<file path="config.mk">
export PLATFORM = sky130hd
export DESIGN_NAME = cruise_throttle_controller_unit
export DESIGN_NICKNAME = d
export VERILOG_FILES = /design/src/rtl/ctc_pkg.sv /design/src/rtl/ctc_update.sv /design/src/rtl/cruise_throttle_controller_unit.sv
export SDC_FILE = /design/constraint.sdc
export NUM_CORES = 1
export LEC_CHECK = 0
export BUFFER_PORTS_ARGS = -buffer_cell sky130_fd_sc_hd__buf_2
export CORE_ASPECT_RATIO = 0.75
export CORE_UTILIZATION = 30
export CTS_CLUSTER_DIAMETER = 150
export CTS_CLUSTER_SIZE = 30
export DETAILED_ROUTE_END_ITERATION = 16
export GPL_ROUTABILITY_DRIVEN = 0
export PLACE_DENSITY = 0.58
export SETUP_SLACK_MARGIN = 0.05
export SLEW_MARGIN = 10
export SYNTH_ARGS = -nofsm -noshare
export SYNTH_HDL_FRONTEND = slang
export SYNTH_HIERARCHICAL = 1
export SYNTH_SLANG_ARGS = --single-unit
</file>
<file path="constraint.sdc">
create_clock -name clk -period 6.93 [get_ports clk]
set_input_delay 0.3465 -clock clk [delete_from_list [all_inputs] [get_ports clk]]
set_output_delay 0.3465 -clock clk [all_outputs]
set_load 0.03 [all_outputs]
</file>
<file path="src/rtl/ctc_pkg.sv">
// Shared types and constants for the cruise throttle controller.
// No dependencies; imported by ctc_update and the top level.
`default_nettype none

package ctc_pkg;

  localparam int unsigned StepW  = 7;
  localparam int unsigned MaxW   = 8;
  localparam int unsigned MinVW  = 10;
  localparam int unsigned VelW   = 11;
  localparam int unsigned IdxW   = 2;
  localparam int unsigned InW    = 16;
  localparam int unsigned OutW   = 32;

  localparam logic [1:0] BTN_NONE   = 2'd0;
  localparam logic [1:0] BTN_GAS    = 2'd1;
  localparam logic [1:0] BTN_BRAKE  = 2'd2;
  localparam logic [1:0] BTN_CRUISE = 2'd3;

  localparam logic [IdxW-1:0] REG_STEP    = 2'd0;
  localparam logic [IdxW-1:0] REG_MAX     = 2'd1;
  localparam logic [IdxW-1:0] REG_MIN_VEL = 2'd2;

  localparam logic [StepW-1:0] STEP_RST    = 7'd20;
  localparam logic [MaxW-1:0]  MAX_RST     = 8'd80;
  localparam logic [MinVW-1:0] MIN_VEL_RST = 10'd200;

  typedef struct packed {
    logic [StepW-1:0] step;
    logic [MaxW-1:0]  tmax;
    logic [MinVW-1:0] min_vel;
  } cfg_t;

  typedef struct packed {
    logic                   gas;
    logic                   brake;
    logic                   cruise;
    logic                   engine;
    logic                   gear;
    logic [MaxW-1:0]        throttle;
    logic signed [VelW-1:0] prev_vel;
    logic signed [VelW-1:0] target;
    logic                   armed;
  } state_t;

  typedef struct packed {
    logic [1:0]             button;
    logic                   engine_switch;
    logic                   gear_switch;
    logic signed [VelW-1:0] velocity;
  } tick_t;

endpackage

`default_nettype wire

</file>
<file path="src/rtl/ctc_update.sv">
// Per-tick next-state logic: button rules, switch rules, cruise regulation, gas.
// Depends on ctc_pkg.
`default_nettype none

module ctc_update (
  input  ctc_pkg::state_t st,
  input  ctc_pkg::cfg_t   cfg,
  input  ctc_pkg::tick_t  tick,
  output ctc_pkg::state_t st_next,
  output logic            regulating
);
  import ctc_pkg::*;

  state_t                 n;
  logic signed [VelW:0]   prev_ext;
  logic signed [VelW:0]   min_ext;
  logic signed [VelW-1:0] tgt;
  logic [MaxW:0]          rise_sum;
  logic [MaxW-1:0]        thr_reg;
  logic [MaxW:0]          gas_sum;
  logic [MaxW-1:0]        thr_gas;
  logic                   reg_cond;

  always_comb begin
    n = st;

    case (tick.button)
      BTN_GAS: begin
        if (st.engine) begin
          n.gas = 1'b1; n.brake = 1'b0; n.cruise = 1'b0;
        end
      end
      BTN_BRAKE: begin
        n.gas = 1'b0; n.brake = 1'b1; n.cruise = 1'b0;
      end
      BTN_CRUISE: begin
        if (st.engine && st.gear) begin
          n.gas = 1'b0; n.brake = 1'b0; n.cruise = 1'b1;
        end
      end
      default: begin
        n.gas = 1'b0; n.brake = 1'b0; n.cruise = 1'b0;
      end
    endcase

    case ({tick.engine_switch, tick.gear_switch})
      2'b10: begin
        n.engine = 1'b1; n.gear = 1'b0; n.cruise = 1'b0;
      end
      2'b01: begin
        n.gear = 1'b1;
        if (tick.velocity == '0) begin
          n.engine = 1'b0; n.gas = 1'b0; n.cruise = 1'b0;
        end
      end
      2'b11: begin
        n.engine = 1'b1; n.gear = 1'b1;
      end
      default: begin
        n.engine = 1'b0; n.gear = 1'b0; n.cruise = 1'b0;
      end
    endcase

    prev_ext = {st.prev_vel[VelW-1], st.prev_vel};
    min_ext  = $signed({2'b00, cfg.min_vel});
    reg_cond = n.engine && n.cruise && (prev_ext >= min_ext);
    tgt      = st.armed ? st.prev_vel : st.target;

    rise_sum = {1'b0, st.throttle} + {2'b00, cfg.step};
    thr_reg  = st.throttle;
    if (reg_cond) begin
      if (tick.velocity > tgt) begin
        thr_reg = (st.throttle >= {1'b0, cfg.step}) ?
                  st.throttle - {1'b0, cfg.step} : '0;
      end else if (tick.velocity < tgt) begin
        thr_reg = (rise_sum <= {1'b0, cfg.tmax}) ? rise_sum[MaxW-1:0] : cfg.tmax;
      end
    end

    gas_sum = {1'b0, thr_reg} + {2'b00, cfg.step};
    thr_gas = thr_reg;
    if (n.gas && (thr_reg <= cfg.tmax)) begin
      thr_gas = (gas_sum > {1'b0, cfg.tmax}) ? cfg.tmax : gas_sum[MaxW-1:0];
    end

    if (n.engine) begin
      if (reg_cond) begin
        n.target = tgt;
        n.armed  = 1'b0;
      end else begin
        n.armed  = 1'b1;
      end
      n.prev_vel = tick.velocity;
      n.throttle = thr_gas;
    end

    st_next    = n;
    regulating = reg_cond;
  end

endmodule

`default_nettype wire

</file>
<file path="src/rtl/cruise_throttle_controller_unit.sv">
// Cruise throttle controller top level: stream ports, tick register, state and result register.
// Depends on ctc_pkg and ctc_update.
//
// Usage: each beat on the s_ side is one control tick. It is held in an input
// register, then the combinational next-state logic in ctc_update runs and the
// result beat is loaded into the m_ side register together with the new state.
// Throughput: one tick per cycle while m_tready does not stall the result beat.
// Config: cfg_valid/cfg_index/cfg_data write throttle_step (0), throttle_max (1)
// and cruise_min_velocity (2); cfg_ready is always high. Write only while idle.
// Reset (rst, synchronous): modes off, throttle, previous velocity and target
// zero, target latch armed, registers to defaults, both stages empty.
// Stall: when m_tready is low the result beat holds; the input stage holds one
// more tick and s_tready drops once both stages are full.
`default_nettype none

module cruise_throttle_controller_unit (
  input  logic                         clk,
  input  logic                         rst,
  input  logic                         s_tvalid,
  output logic                         s_tready,
  // [1:0] button, [2] engine_switch, [3] gear_switch, [14:4] velocity, [15] zero
  input  logic [ctc_pkg::InW-1:0]      s_tdata,
  output logic                         m_tvalid,
  input  logic                         m_tready,
  // [7:0] throttle_out, [8] regulating, [9] gas_active, [10] brake_active,
  // [11] cruise_active, [12] engine_active, [13] gear_active,
  // [24:14] target_velocity, [31:25] zero
  output logic [ctc_pkg::OutW-1:0]     m_tdata,
  input  logic                         cfg_valid,
  output logic                         cfg_ready,
  input  logic [ctc_pkg::IdxW-1:0]     cfg_index,
  input  logic [ctc_pkg::MinVW-1:0]    cfg_data
);
  import ctc_pkg::*;

  cfg_t   cfg;
  state_t st;
  state_t st_next;
  tick_t  tick;
  logic   in_valid;
  logic   regulating;
  logic   out_load;
  logic   advance;

  assign cfg_ready = 1'b1;
  assign out_load  = !m_tvalid || m_tready;
  assign advance   = in_valid && out_load;
  assign s_tready  = !in_valid || out_load;

  always_ff @(posedge clk) begin
    if (rst) begin
      cfg.step    <= STEP_RST;
      cfg.tmax    <= MAX_RST;
      cfg.min_vel <= MIN_VEL_RST;
    end else if (cfg_valid) begin
      case (cfg_index)
        REG_STEP:    cfg.step    <= cfg_data[StepW-1:0];
        REG_MAX:     cfg.tmax    <= cfg_data[MaxW-1:0];
        REG_MIN_VEL: cfg.min_vel <= cfg_data;
        default:     ;
      endcase
    end
  end

  always_ff @(posedge clk) begin
    if (rst) begin
      in_valid <= 1'b0;
    end else if (s_tready) begin
      in_valid <= s_tvalid;
    end
  end

  always_ff @(posedge clk) begin
    if (s_tvalid && s_tready) begin
      tick.button        <= s_tdata[1:0];
      tick.engine_switch <= s_tdata[2];
      tick.gear_switch   <= s_tdata[3];
      tick.velocity      <= s_tdata[VelW+3:4];
    end
  end

  ctc_update u_update (
    .st         (st),
    .cfg        (cfg),
    .tick       (tick),
    .st_next    (st_next),
    .regulating (regulating)
  );

  always_ff @(posedge clk) begin
    if (rst) begin
      st <= '{gas: 1'b0, brake: 1'b0, cruise: 1'b0, engine: 1'b0, gear: 1'b0,
              throttle: '0, prev_vel: '0, target: '0, armed: 1'b1};
    end else if (advance) begin
      st <= st_next;
    end
  end

  always_ff @(posedge clk) begin
    if (rst) begin
      m_tvalid <= 1'b0;
    end else if (out_load) begin
      m_tvalid <= in_valid;
    end
  end

  always_ff @(posedge clk) begin
    if (advance) begin
      m_tdata <= {7'd0, st_next.target, st_next.gear, st_next.engine, st_next.cruise,
                  st_next.brake, st_next.gas, regulating, st_next.throttle};
    end
  end

endmodule

`default_nettype wire

</file>
# Word-level counts from Yosys, hierarchy flattened
# Index checks and enable logic that the tools add are counted.
classes:
  add_sub_neg: 3
  n_reduce_logical: 16
  order_cmp: 7
  muxes: 19
  eq_ne: 8
ops:
  columns: ["op", "n"]
  rows:
  - ["$mux W8", 7]
  - ["$mux W31", 1]
  - ["$mux W11", 2]
  - ["$add A8 B7 Y9", 2]
  - ["$ge A11 B11 Y1", 1]
  - ["$gt A11 B11 Y1", 1]
  - ["$logic_not A11 Y1", 1]
  - ["$lt A11 B11 Y1", 1]
  - ["$eq A2 B2 Y1 const B", 5]
  - ["$gt A9 B8 Y1", 1]
  - ["$le A9 B8 Y1", 1]
  - ["$pmux W3 S3", 1]
  - ["$ge A8 B7 Y1", 1]
  - ["$le A8 B8 Y1", 1]
  - ["$reduce_and A2 Y1", 4]
  - ["$sub A8 B7 Y8", 1]
  - ["$eq A2 B1 Y1 const B", 3]
  - ["$logic_and A1 B1 Y1", 6]
  - ["$mux W3", 2]
  - ["$pmux W2 S3", 1]
  - ["$mux W1", 3]
  - ["$logic_not A1 Y1", 2]
  - ["$logic_not A2 Y1", 1]
  - ["$logic_or A1 B1 Y1", 2]
  - ["2 further kinds", 2]
word_totals:
  input_bits: 33
  register_bits: 103
  wordCells: 72

# Depth between registers and ports, before layout
depth:
  word_depth: 13
  ltp_mapped: 35
  ltp_nobuf: 35

# Cells and area by module
# The synthesis kept the hierarchy.
modules_own_cells:
  columns: ["mod", "cells_each", "area_per_inst_um2", "instances", "seq_area_each_um2"]
  rows:
  - ["cruise_throttle_controller_unit", 320, 3901.2, 1, 2462.4]
  - ["ctc_update", 486, 3306.9, 1, 0.0]

# Worst setup path before layout
# OpenSTA, ideal clock, no wires.
synth_path:
  path_kind: "reg-to-reg"
  start: "register cfg[19] (netlist name)"
  end: "register m_tdata[7] (netlist name) (data pin)"
  period_less_slack_ns: 6.216
  path_slack_ns: 0.714
  setup_ns: 0.261
  stages_incl_launch_ff: 32
  arrival_time_ns: 5.955
  n_path_buf: 0
  path_cell_list: "dfxtp_1 > inv_1 > ha_1 > nand2b_1 > a221oi_1 > o22ai_1 > xnor2_1 > ha_1 > nand4_1 > or2_2 > o211a_1 > nor2_1 > nand2_1 > a21oi_1 > o21ai_0 > nand2_1 > ha_1 > inv_1 > fa_1 > nand3b_1 > a21boi_0 > o21ai_0 > a21boi_0 > nor2_1 > ha_1 > nand2_1 > a21oi_1 > o41ai_1 > a21oi_1 > a21oi_1 > or4_1 > o221a_2"
synth_lines:
  columns: ["item", "line_no", "source"]
  rows:
  - ["to (signal assigned)", "cruise_throttle_controller_unit.sv:109", "m_tdata <= {7'd0, st_next.target, st_next.gear, st_next.engine, st_next.cruise,"]
  - ["to (decl)", "cruise_throttle_controller_unit.sv:28", "output logic [ctc_pkg::OutW-1:0] m_tdata,"]

==> out/results.tsv <==
stage	metric	value	unit
sta	minimum clock period	6.63	ns
finish	register area	2460	um^2
power	Seq pwr share	45.6	%
sta	clk_skew	0.00984	ns
logic_synthesis	top cells by area, synth	dfxtp_1, edfxtp_1, ha_1	
logic_synthesis	Post-synth EDFFs	40	
min_path	hold path depth	1	
power	Clk pwr share	38.0	%
logic_synthesis	FF+latch count, synth	103	
min_path	hold crit path type	primary input to flop	
critical_path	required time of the critical path	7.14	ns
logic_synthesis	largest area contributor in the netlist	dfxtp_1	
logic_synthesis	Post-Syn Area	7210	um^2
power	Power Dens Cells	174	nW/um^2
logic_synthesis	Post-Syn Instances	806	
critical_path	CP Launch Type	flop	
grt	first-pass GRT wire length	30900	um
floorplanning	initial core utilization	30.9	%
finish	area delta synth->final	17.4	%
detailed_routing	Routed Antenna Nets	0	
finish	fin util	36.3	%
clock_network	Root Buffer	clkbuf_16	
clock_network	Max Root-Sink Buffers	2	
logic_synthesis	register area share after synthesis	34.2	%
clock_network	H-tree lvl count	3	
finish	share of layout cells above drive strength 1	19.5	%
place	I/O Buffers	58	
critical_path	Crit. End Element	flop	
finish	Post-Layout Cell Count	1193	
finish	Layout Nets	992	
clock_network	Worst-Skew Late Latency	0.36	ns
finish	most frequent cells in the layout	nand2_1, nand2b_1, ha_1, dfxtp_1, buf_2	
sta	Slew Limit Fails	0	
finish	FILL cells	2396	
place	dpl cells	1171	
floorplanning	core area	23300	um^2
critical_path	CP max-delay cell	or4_1	
sta	crit share post-route	95.6	%
grt	GRT overflow	0	
floorplanning	number of top-level pins	68	
detailed_routing	via count	6017	
power	Pint	1.07	mW
clock_network	Clock transition at path regs	0.08	ns
detailed_routing	final wirelength	20000	um
power	peak supply drop	98.3	uV
detailed_routing	DR WL/cell	16.8	um
logic_synthesis	Avg Inst Size Synth	8.94	um^2
logic_synthesis	Yosys cell types	80	
detailed_routing	Post-route DRC	0	
critical_path	slowest stage delay, CP	0.47	ns
detailed_routing	via/cell ratio	5.04	
critical_path	WS Path Type	flop to flop	
finish	most common cell after layout, fill and taps aside	nand2_1	
grt	initial antenna violation count	0	
detailed_routing	First-pass DRT Iterations	5	
finish	area of the multi-input gates	4440	um^2
logic_synthesis	top_reg_cell synth	dfxtp_1	
sta	Max-Slew Margin vs Limit	32.3	%
power	Tot Pwr	1.47	mW
place	Post-DP HPWL	15300	um
sta	Worst Max-Slew Pin Slew	1.02	ns
clock_network	clock buffer count from CTS	9	
grt	All-Layer GR Usage	16.3	%
floorplanning	site row count	48	
detailed_routing	DRT iter0 DRCs	508	
floorplanning	Die H	136	um
power	Net Sw Frac	27.2	%
run_status	status	completed	
logic_synthesis	Yosys warning count	6	
clock_network	clk sink count	103	
job	MaxCap Viol Count	0	
grt	largest net degree at the start of global routing	105	
floorplanning	die area	24700	um^2
power	Combinational Power Share	16.3	%
clock_network	CTS tree	done	
logic_synthesis	asr flop ratio synth	0	%
critical_path	endpoint arrival time on the critical path	6.83	ns
power	Pleak	3.47	nW
critical_path	Critical Path Fanout Max	6	
sta	Final Hold Violating Endpoints	0	
floorplanning	die width	181	um
logic_synthesis	Synth top area share	17.5	%
sta	fmax	151	MHz
grt	vias in the first global route	5460	
power	NetSw	0.401	mW
critical_path	worst r2r path cells	33	
sta	Setup-failing EPs final	0	
finish	# diodes	0	
## routing by layer
layer	GRT usage, %	vias to the layer above	part of all wire (%)
met5	0	-	0
li1	-	3007	-
met3	4.80	13	9.1
met4	3.58	0	0.71
met2	21.2	224	37
met1	25.3	2773	53
## final timing paths
kind                         from                   to  slack, ns
max          cfg[18]$_SDFFE_PP0P_  st[30]$_SDFFE_PP0P_       0.30
max reg2reg  cfg[18]$_SDFFE_PP0P_  st[30]$_SDFFE_PP0P_       0.30
min reg2reg   cfg[5]$_SDFFE_PP0P_  cfg[5]$_SDFFE_PP0P_       0.46
min                    s_tdata[9]    tick[5]$_DFFE_PP_       0.16
## cell families after synthesis
family,count (synthesis),synth area share (%)
DFF,103,34.2
AOI/OAI and AO/OA,175,16.1
and+or+nand+nor,295,21.3
buffers and inverters,95,6.70
muxes,54,7.59
other,2,0.104
xor gates and xnor gates,11,1.34
adders and majority gates,71,12.6
## area by class of cell
cell class                 instances  share of cell area [%]
timing repair buffer             106                    7.69
tap                              300                    4.44
inverter                          54                    2.40
sequential                       103                    29.1
clock buffer                      12                    3.30
clock inverter                     4                   0.577
multi-input combinational        614                    52.5
## cell usage after synthesis (6+ instances only)
| cell | instances |
|---|---|
| a211oi_1 | 8 |
| a21oi_1 | 49 |
| buf_2 | 7 |
| buf_4 | 10 |
| clkbuf_1 | 17 |
| dfxtp_1 | 63 |
| edfxtp_1 | 40 |
| ha_1 | 68 |
| inv_1 | 53 |
| mux2i_1 | 52 |
| nand2_1 | 88 |
| nand2b_1 | 79 |
| nand3_1 | 11 |
| nand4_1 | 9 |
| nor2_1 | 46 |
| nor2b_1 | 6 |
| nor3_1 | 23 |
| o211ai_1 | 8 |
| o21a_1 | 6 |
| o21ai_0 | 45 |
| xor2_1 | 7 |
## stage by stage
step | cell area, um^2 | TNS, ns | worst slack [ns] | hold WS [ns]
after floorplan | 7230 | 0 | 0.714 | 0.436
after detailed placement | 7930 | 0 | 0.0700 | 0.449
final | 8460 | 0 | 0.302 | 0.160
after global routing | 8460 | -0.0148 | -0.0148 | 0.149
after global placement | 7930 | 0 | 0.199 | 0.446
after CTS | 8270 | 0 | 0.0792 | 0.146
## power by group through the flow
stage / combinational [mW] / clock [mW] / sequential (mW)
after global placement: 0.224 / 0 / 0.685
after floorplan: 0.154 / 0 / 0.689
after global routing: 0.265 / 0.594 / 0.674
after CTS: 0.228 / 0.574 / 0.671
final: 0.241 / 0.560 / 0.672
after detailed placement: 0.226 / 0 / 0.685
## worst max-delay path: cells and delay by family, from the launching register on
kind	cells	cell delay [ns]
multiplexers	1	0.07
adder cells (fa/ha/maj)	5	1.42
buffers and inverters	2	0.17
flip-flops	1	0.33
XOR/XNOR	1	0.16
AO/OA/AOI/OAI	15	3.13
AND/OR/NAND/NOR	9	1.17
## registers in the layout, summed over array words and instances, names as in the netlist
register and cells:
tick 15, m_tvalid 1, st 36, m_tdata 25, cfg 25, in_valid 1
## what timing repair did
action,CTS,global route
resized for setup,1,36
pin swaps,0,19
hold buffers,0,0
setup buffers,0,6
setup endpoints to repair,1,16
No activity file was read; power rests on OpenSTA's default activity.
